$ cat src/design/iteration_count_palette_core_defines.svh
// ----------------------------------------------------------------------------
// iteration_count_palette_core_defines
// Assertion macros shared by the palette core. The enclosing module must
// provide clk and rst.
// ----------------------------------------------------------------------------
`ifndef ITERATION_COUNT_PALETTE_CORE_DEFINES_SVH
`define ITERATION_COUNT_PALETTE_CORE_DEFINES_SVH

// same-cycle implication, disabled in reset
`define ICP_ASSERT_IMP(name, ante, cons) \
  name: assert property (@(posedge clk) disable iff (rst) (ante) |-> (cons)) \
    else $error("icp check failed");

// next-cycle implication, disabled in reset
`define ICP_ASSERT_NXT(name, ante, cons) \
  name: assert property (@(posedge clk) disable iff (rst) (ante) |=> (cons)) \
    else $error("icp check failed");

`endif

$ cat src/design/icp_pkg.sv
// ----------------------------------------------------------------------------
// icp_pkg
// Widths, register and palette codes, and polynomial descriptors shared by
// the iteration-count palette core.
// ----------------------------------------------------------------------------
package icp_pkg;

  localparam int unsigned FRAC_BITS_DEF = 24;
  localparam int unsigned IT_W          = 16;
  localparam int unsigned COLOR_W       = 26;
  localparam int unsigned CH_W          = 10;
  localparam int unsigned KW            = 13;
  localparam int unsigned NSTEP         = 5;
  localparam int unsigned NSLOT         = 3;
  localparam int unsigned MODE_W        = 2;
  localparam int unsigned CFG_IDX_W     = 2;
  localparam int unsigned CFG_DATA_W    = 16;

  localparam logic [IT_W-1:0]   ITER_LIMIT_RST = 16'd100;
  localparam logic [MODE_W-1:0] MODE_RST       = 2'd0;

  // register indexes
  localparam logic [CFG_IDX_W-1:0] REG_ITER_LIMIT   = 2'd0;
  localparam logic [CFG_IDX_W-1:0] REG_PALETTE_MODE = 2'd1;

  // palette modes
  localparam logic [MODE_W-1:0] PAL_STD  = 2'd0;
  localparam logic [MODE_W-1:0] PAL_GLOW = 2'd1;
  localparam logic [MODE_W-1:0] PAL_FIRE = 2'd2;
  localparam logic [MODE_W-1:0] PAL_RGB  = 2'd3;

  // packing slots: hi at bit 16, mid at bit 8, lo at bit 0
  localparam int unsigned SLOT_LO  = 0;
  localparam int unsigned SLOT_MID = 1;
  localparam int unsigned SLOT_HI  = 2;

  // coefficients times 255; whole-number ones doubled so every channel
  // shares the same final shift of NSTEP*FRAC_BITS+1
  localparam logic [KW-1:0] K9X2  = 13'd4590;
  localparam logic [KW-1:0] K15X2 = 13'd7650;
  localparam logic [KW-1:0] K17   = 13'd4335;

  typedef enum logic [1:0] {
    FS_ONE = 2'd0,
    FS_T   = 2'd1,
    FS_U   = 2'd2
  } fsel_t;

  typedef struct packed {
    logic [KW-1:0]           k;
    fsel_t [NSTEP-1:0]       f;
  } poly_t;

  typedef poly_t [NSLOT-1:0] pset_t;

  // k * t^a * u^b, padded with unit factors up to NSTEP
  function automatic poly_t make_poly(logic [KW-1:0] k, int unsigned a, int unsigned b);
    poly_t p;
    p.k = k;
    for (int unsigned j = 0; j < NSTEP; j++) begin
      if (j < a) begin
        p.f[j] = FS_T;
      end else if (j < a + b) begin
        p.f[j] = FS_U;
      end else begin
        p.f[j] = FS_ONE;
      end
    end
    return p;
  endfunction

  function automatic pset_t palette(logic [MODE_W-1:0] mode);
    pset_t s;
    case (mode)
      PAL_GLOW: begin
        s[SLOT_HI]  = make_poly(K9X2, 1, 1);
        s[SLOT_MID] = make_poly(K17, 1, 3);
        s[SLOT_LO]  = make_poly(K15X2, 2, 2);
      end
      PAL_FIRE: begin
        s[SLOT_HI]  = make_poly(K9X2, 1, 1);
        s[SLOT_MID] = make_poly(K15X2, 2, 2);
        s[SLOT_LO]  = make_poly(K17, 2, 3);
      end
      PAL_RGB: begin
        s[SLOT_HI]  = make_poly(K9X2, 3, 1);
        s[SLOT_MID] = make_poly(K15X2, 2, 2);
        s[SLOT_LO]  = make_poly(K17, 1, 3);
      end
      default: begin
        s[SLOT_HI]  = make_poly(K15X2, 2, 2);
        s[SLOT_MID] = make_poly(K17, 1, 3);
        s[SLOT_LO]  = make_poly(K9X2, 3, 1);
      end
    endcase
    return s;
  endfunction

endpackage

$ cat src/design/icp_div.sv
// ----------------------------------------------------------------------------
// icp_div
// Pipelined restoring divider: q = (it << FRAC_BITS) / m for it <= m,
// one quotient bit per stage, FRAC_BITS+1 stages.
// ----------------------------------------------------------------------------
module icp_div #(
  parameter int unsigned FRAC_BITS = icp_pkg::FRAC_BITS_DEF
) (
  input  logic                     clk,
  input  logic                     rst,
  input  logic                     in_vld,
  input  logic [icp_pkg::IT_W-1:0] in_it,
  input  logic [icp_pkg::IT_W-1:0] m,
  output logic                     out_vld,
  output logic [FRAC_BITS:0]       out_q
);
  import icp_pkg::*;

  localparam int unsigned NST = FRAC_BITS + 1;

  logic                vld [NST];
  logic [IT_W-1:0]     rem [NST];
  logic [FRAC_BITS:0]  quo [NST];

  for (genvar k = 0; k < NST; k++) begin : g_bit
    logic               v_in;
    logic [IT_W-1:0]    r_in;
    logic [FRAC_BITS:0] q_in;
    logic [IT_W:0]      d;
    logic               ge;

    if (k == 0) begin : g_first
      // integer bit: set only when it equals m
      assign v_in = in_vld;
      assign r_in = in_it;
      assign q_in = '0;
      assign d    = {1'b0, r_in};
    end else begin : g_rest
      assign v_in = vld[k-1];
      assign r_in = rem[k-1];
      assign q_in = quo[k-1];
      assign d    = {r_in, 1'b0};
    end

    assign ge = (d >= {1'b0, m});

    always_ff @(posedge clk) begin
      if (rst) begin
        vld[k] <= 1'b0;
      end else begin
        vld[k] <= v_in;
      end
      // remainder stays below m, so it fits IT_W bits
      rem[k] <= ge ? IT_W'(d - {1'b0, m}) : d[IT_W-1:0];
      quo[k] <= {q_in[FRAC_BITS-1:0], ge};
    end
  end

  assign out_vld = vld[NST-1];
  assign out_q   = quo[NST-1];

endmodule

$ cat config.mk
export PLATFORM = sky130hd
export DESIGN_NAME = icp_div
export DESIGN_NICKNAME = d
export VERILOG_FILES = /design/src/design/iteration_count_palette_core_defines.svh /design/src/design/icp_pkg.sv /design/src/design/icp_div.sv
export SDC_FILE = /design/constraint.sdc
export NUM_CORES = 2
export LEC_CHECK = 0
export BUFFER_PORTS_ARGS = -buffer_cell sky130_fd_sc_hd__buf_2
export CORE_ASPECT_RATIO = 0.9
export CORE_MARGIN = 5
export CORE_UTILIZATION = 50
export DETAILED_ROUTE_END_ITERATION = 10
export GPL_ROUTABILITY_DRIVEN = 1
export PLACE_DENSITY = 0.76
export SLEW_MARGIN = 20
export SYNTH_ARGS = -nofsm -noshare
export SYNTH_HDL_FRONTEND = slang
export SYNTH_SLANG_ARGS = --single-unit
$ cat constraint.sdc
create_clock -name clk -period 5.2 [get_ports clk]
set_clock_uncertainty 0.15 [all_clocks]
set_input_delay 0.26 -clock clk [delete_from_list [all_inputs] [get_ports clk]]
set_output_delay 0.26 -clock clk [all_outputs]
set_load 0.01 [all_outputs]
**Word level (Yosys, flattened, before mapping)**

Memories as Yosys holds them, arrays and structs flattened.
Cells that the tools add are included.
W data, S select, Z words.

- Add/subtract/negate cells: 25
- Multipliers: 0
- Div/mod/pow operators: 0
- Magnitude comparators: 25
- Equality and inequality tests: 0
- Shifts and indexed selects: 0
- Multiplexer cells: 53
- Bitwise gates (word level): 25
- Reductions and logical operators: 0

Operators with widths:

| cell | number |
|---|---|
| $ge A17 B16 Y1 | 24 |
| $mux W16 | 25 |
| $sub A16 B16 Y16 | 25 |
| $mux W1 | 28 |
| $or A1 B1 Y1 | 25 |
| $ge A16 B16 Y1 | 1 |

- Register bits after elaboration: 0
- Bits in latches: 0
- RAM bits: 1050
- Memory bits (read-only): 0
- Bits of input ports: 35
- Output and inout bits: 26
- Word-level logic and storage cells: 131
- Memories kept: 3

Memory list:

| name | depth | width | read ports | clocked after Yosys merged registers in | write ports | RTL line | text |
|---|---|---|---|---|---|---|---|
| quo | 25 | 25 | 25 | 0 | 25 | icp_div.sv:23 | `logic [FRAC_BITS:0] quo [NST];` |
| rem | 25 | 16 | 24 | 0 | 25 | icp_div.sv:22 | `logic [IT_W-1:0] rem [NST];` |
| vld | 25 | 1 | 25 | 0 | 25 | icp_div.sv:21 | `logic vld [NST];` |

**Longest topological paths before layout**

- Depth in word-level cells: 3
- Mapped depth: 13

**Worst setup path after synthesis**

OpenSTA, ideal clock, no wires.

- Path kind: input port to flip-flop
- Start point: in m[0] (netlist name)
- End point: mem rem[11][7] (netlist: rem[1][55])
- Library setup time: 0.121 ns
- Arrival: 3.337 ns
- Data required time: 4.929 ns
- Slack: 1.592 ns
- Stages on the path: 11
- Path through: buf_4 > clkinv_1 > clkbuf_1 > ha_1 > nand3_1 > or4_1 > o211ai_1 > a21oi_1 > o21ai_1 > clkbuf_1 > mux2_2

RTL lines:

| what | RTL line | text |
|---|---|---|
| start: declaration | icp_div.sv:13 | `input logic [icp_pkg::IT_W-1:0] m,` |
| end: declaration | icp_div.sv:22 |  |

==> metrics.md <==
| Metric | Value |
|---|---|
| Clock Latency Late Sink | `0.63 ns` |
| Die height | `266 um` |
| Startpoint Class | `input port` |
| Grt ovf | `0` |
| Worst endpoint data arrival time | `4.12 ns` |
| Hold Slack | `0.0900 ns` |
| Area Growth Syn to Fin | `12.4%` |
| Min cycle time layout | `3.76 ns` |
| Via count | `27,690` |
| Nets@finish | `4,388` |
| CP cell instances | `buf_2 -> inv_1 -> buf_4 -> ha_1 -> nand4_1 -> a2111oi_0 -> nor3_1 -> o31ai_4 -> a21oi_1 -> dlygate4sd3_1` |
| F_max | `0.266 GHz` |
| Final worst path period share | `72.3%` |
| Simple-gate share of the synthesized area | `12.9%` |
| Pins Over Slew Limit | `0` |
| Final hold vios | `0` |
| Setup TNS | `0 ns` |
| CP peak stage delay | `0.73 ns` |
| # IOs | `61` |
| CP Max Fanout | `17` |
| Post-CTS Hold Fix Bufs | `20` |
| N_diodes | `0` |
| Status | `finished clean` |
| Post-synth EDFFs | `0` |
| Yosys warns | `0` |
| Compound-Gate Fraction of Synth Area | `18.4%` |
| WS Path Type | `in2reg` |
| Gate Count Post-Synth | `3,792` |
| Netlist cell types | `82` |
| Clk buf depth | `3` |
| Net count after synthesis | `4,250` |
| Synthesized-area fraction occupied by adder cells | `15.0%` |
| Rel. slew slack | `28.7%` |
| Ys async rst share | `0%` |
| Highest-count cells in the layout ignoring fill and taps | `734 x dfxtp_1, 399 x ha_1, 267 x nor2_1` |
| Number of global-route vias before repair | `26,269` |
| Largest family of logic cells by synthesized area | `compound AO/OA/AOI/OAI gates` |
| Post-Synthesis Cell Area | `0.0365 mm^2` |
| Post-synthesis sequential area ratio | `40.2%` |
| Initial antenna violation count | `0` |
| Core region area | `0.0728 mm^2` |
| CP bufs+invs | `4` |
| DRT antenna net count | `0` |
| Detailed Routing Iterations Pass 1 | `5` |
| Count of state elements after synthesis | `734` |
| Die ar. | `0.0786 mm^2` |
| DP Wirelength | `56.5 mm` |
| Crit path required time | `5.56 ns` |
| Die width | `295 um` |
| Largest net degree at the start of global routing | `54` |
| Clock Tree Root | `clkbuf_16` |
| DR DRC count | `0` |
| DP Cell Count | `4,790` |
| Top FF cell, synth | `dfxtp_1` |
| Slowest CP cell | `o31ai_4` |
| Non-filler cells, final | `4,948` |
| Post-synthesis xor/xnor area fraction | `5.99%` |
| Max-Cap Viols | `0` |
| Mux cell area share after synthesis | `5.36%` |
| P per Cell Area | `757 mW/mm^2` |
| Drt total wl | `80.8 mm` |
| HP Class | `in2reg` |
| Most common cell after layout, fill and taps aside | `dfxtp_1` |
| Delay-heaviest family, CP | `buffers and inverters` |
| GPL Wtd Cong | `0.924` |
| H-tree levels | `3` |
| RSZ-0062 raised after global routing | `false` |
| Worst slew pin tran | `1.07 ns` |
| Fraction of layout cells with a size suffix above 1 | `11.0%` |
| TritonCTS clock tree | `done` |
| Maximum vdd drop | `0.000306 V` |
| Port bufs | `60` |
| Reg clk slew, reported paths | `0.06 ns` |
| CTS Sinks | `734` |
| Syn avg cell area | `9.63 um^2` |
| Postcts setup bufs | `0` |
| Lkg Pwr | `0.0178 uW` |
| Via density | `5.60` |
| First-pass GRT wire length | `131 mm` |
| Global-route usage over all layers | `20.0%` |
| CTS buffer count | `78` |
| Endpoints failing setup | `0` |
| Site row count | `94` |
| Initial Util | `50.2%` |
| Iter 0 DRT Violations | `1,757` |
| Post-CTS sizing | `0` |
| Fin util | `56.4%` |
| Wirelength per Cell | `16.3 um` |
| CP endpoint kind | `flip-flop` |
[flip-flops by register name (all words and copies together), names as in the netlist]
register	count
quo	325
vld	25
rem	384
[synthesized netlist by cell type (all sizes together), types with 48 or more instances]
master	n	area [um^2]
ha	399	4990
nor2	267	1000
nand3	48	240
a21oi	266	1340
mux2	161	1840
nand2b	67	419
nand2	243	912
o31ai	59	468
nand4	52	325
dfxtp	734	14700
o21a	78	586
nor3	89	445
xnor2	145	1270
xor2	105	920
a21o	91	683
o21ai	272	1370
inv	131	492
nor2b	87	544
[area by class of cell]
cell class / instances / area [um^2]
inverter: 132 / 495
fill: 6243 / 31800
clock inverter: 35 / 505
tap: 960 / 1200
clock buffer: 103 / 2180
timing repair buffer: 123 / 886
multi-input combinational: 2861 / 21100
sequential: 734 / 14700
[routing by layer]
layer	part of all wire, %	wire length, um	vias to the layer above	GRT usage (%)
met2	44	35200	660	31.7
met1	48	38800	12844	28.0
met4	3.0	2450	0	6.08
met5	0	0	-	0
met3	5.4	4400	169	3.57
li1	-	-	14017	-
[cells by family after synthesis]
| kind of cell | count (synthesis) |
|---|---|
| AO/OA/AOI/OAI | 1039 |
| AND/OR/NAND/NOR | 976 |
| flip-flops | 734 |
| adder cells (fa/ha/maj) | 423 |
| XOR/XNOR | 250 |
| buffers and inverters | 197 |
| multiplexers | 173 |
[power breakdown]
part / internal, uW / switching, uW
clock network: 3460 / 2290
registers: 8550 / 1300
logic: 7240 / 8240
[metrics by stage]
| step | worst slack (ns) | instance area [um^2] | power, uW |
|---|---|---|---|
| 2_1_floorplan | 1.59 | 36500 | 21900 |
| 3_3_place_gp | 1.22 | 38200 | 24700 |
| 3_5_place_dp | 1.19 | 38200 | 25100 |
| 4_1_cts | 1.55 | 41000 | 31100 |
| 5_1_grt | 1.19 | 41000 | 33600 |
| 6_report | 1.44 | 41000 | 31100 |
[worst register-to-register path: stages, from the launching register on]
cell,delay (ns)
dfxtp_1,0.33
ha_1,0.37
nand3_1,0.15
a21oi_1,0.26
o31ai_1,0.14
a211oi_1,0.38
or3_1,0.18
a21oi_1,0.10
a21oi_2,0.70
mux2_2,0.42
[path summary, 6_finish.rpt]
| kind | startpoint | endpoint | slack, ns | depth (start not counted) |
|---|---|---|---|---|
| setup / recovery | m[8] | rem[0][0]$_DFF_P_ | 1.44 | 10 |
| hold / removal | m[0] | rem[0][96]$_SDFF_PN0_ | 0.09 | 3 |
| hold reg to reg | quo[5][10]$_DFF_P_ | quo[5][36]$_DFF_P_ | 0.16 | 0 |
| setup reg to reg | rem[2][50]$_DFF_P_ | rem[2][67]$_DFF_P_ | 1.92 | 9 |
Note: power is estimated with default switching activity, not from simulation.
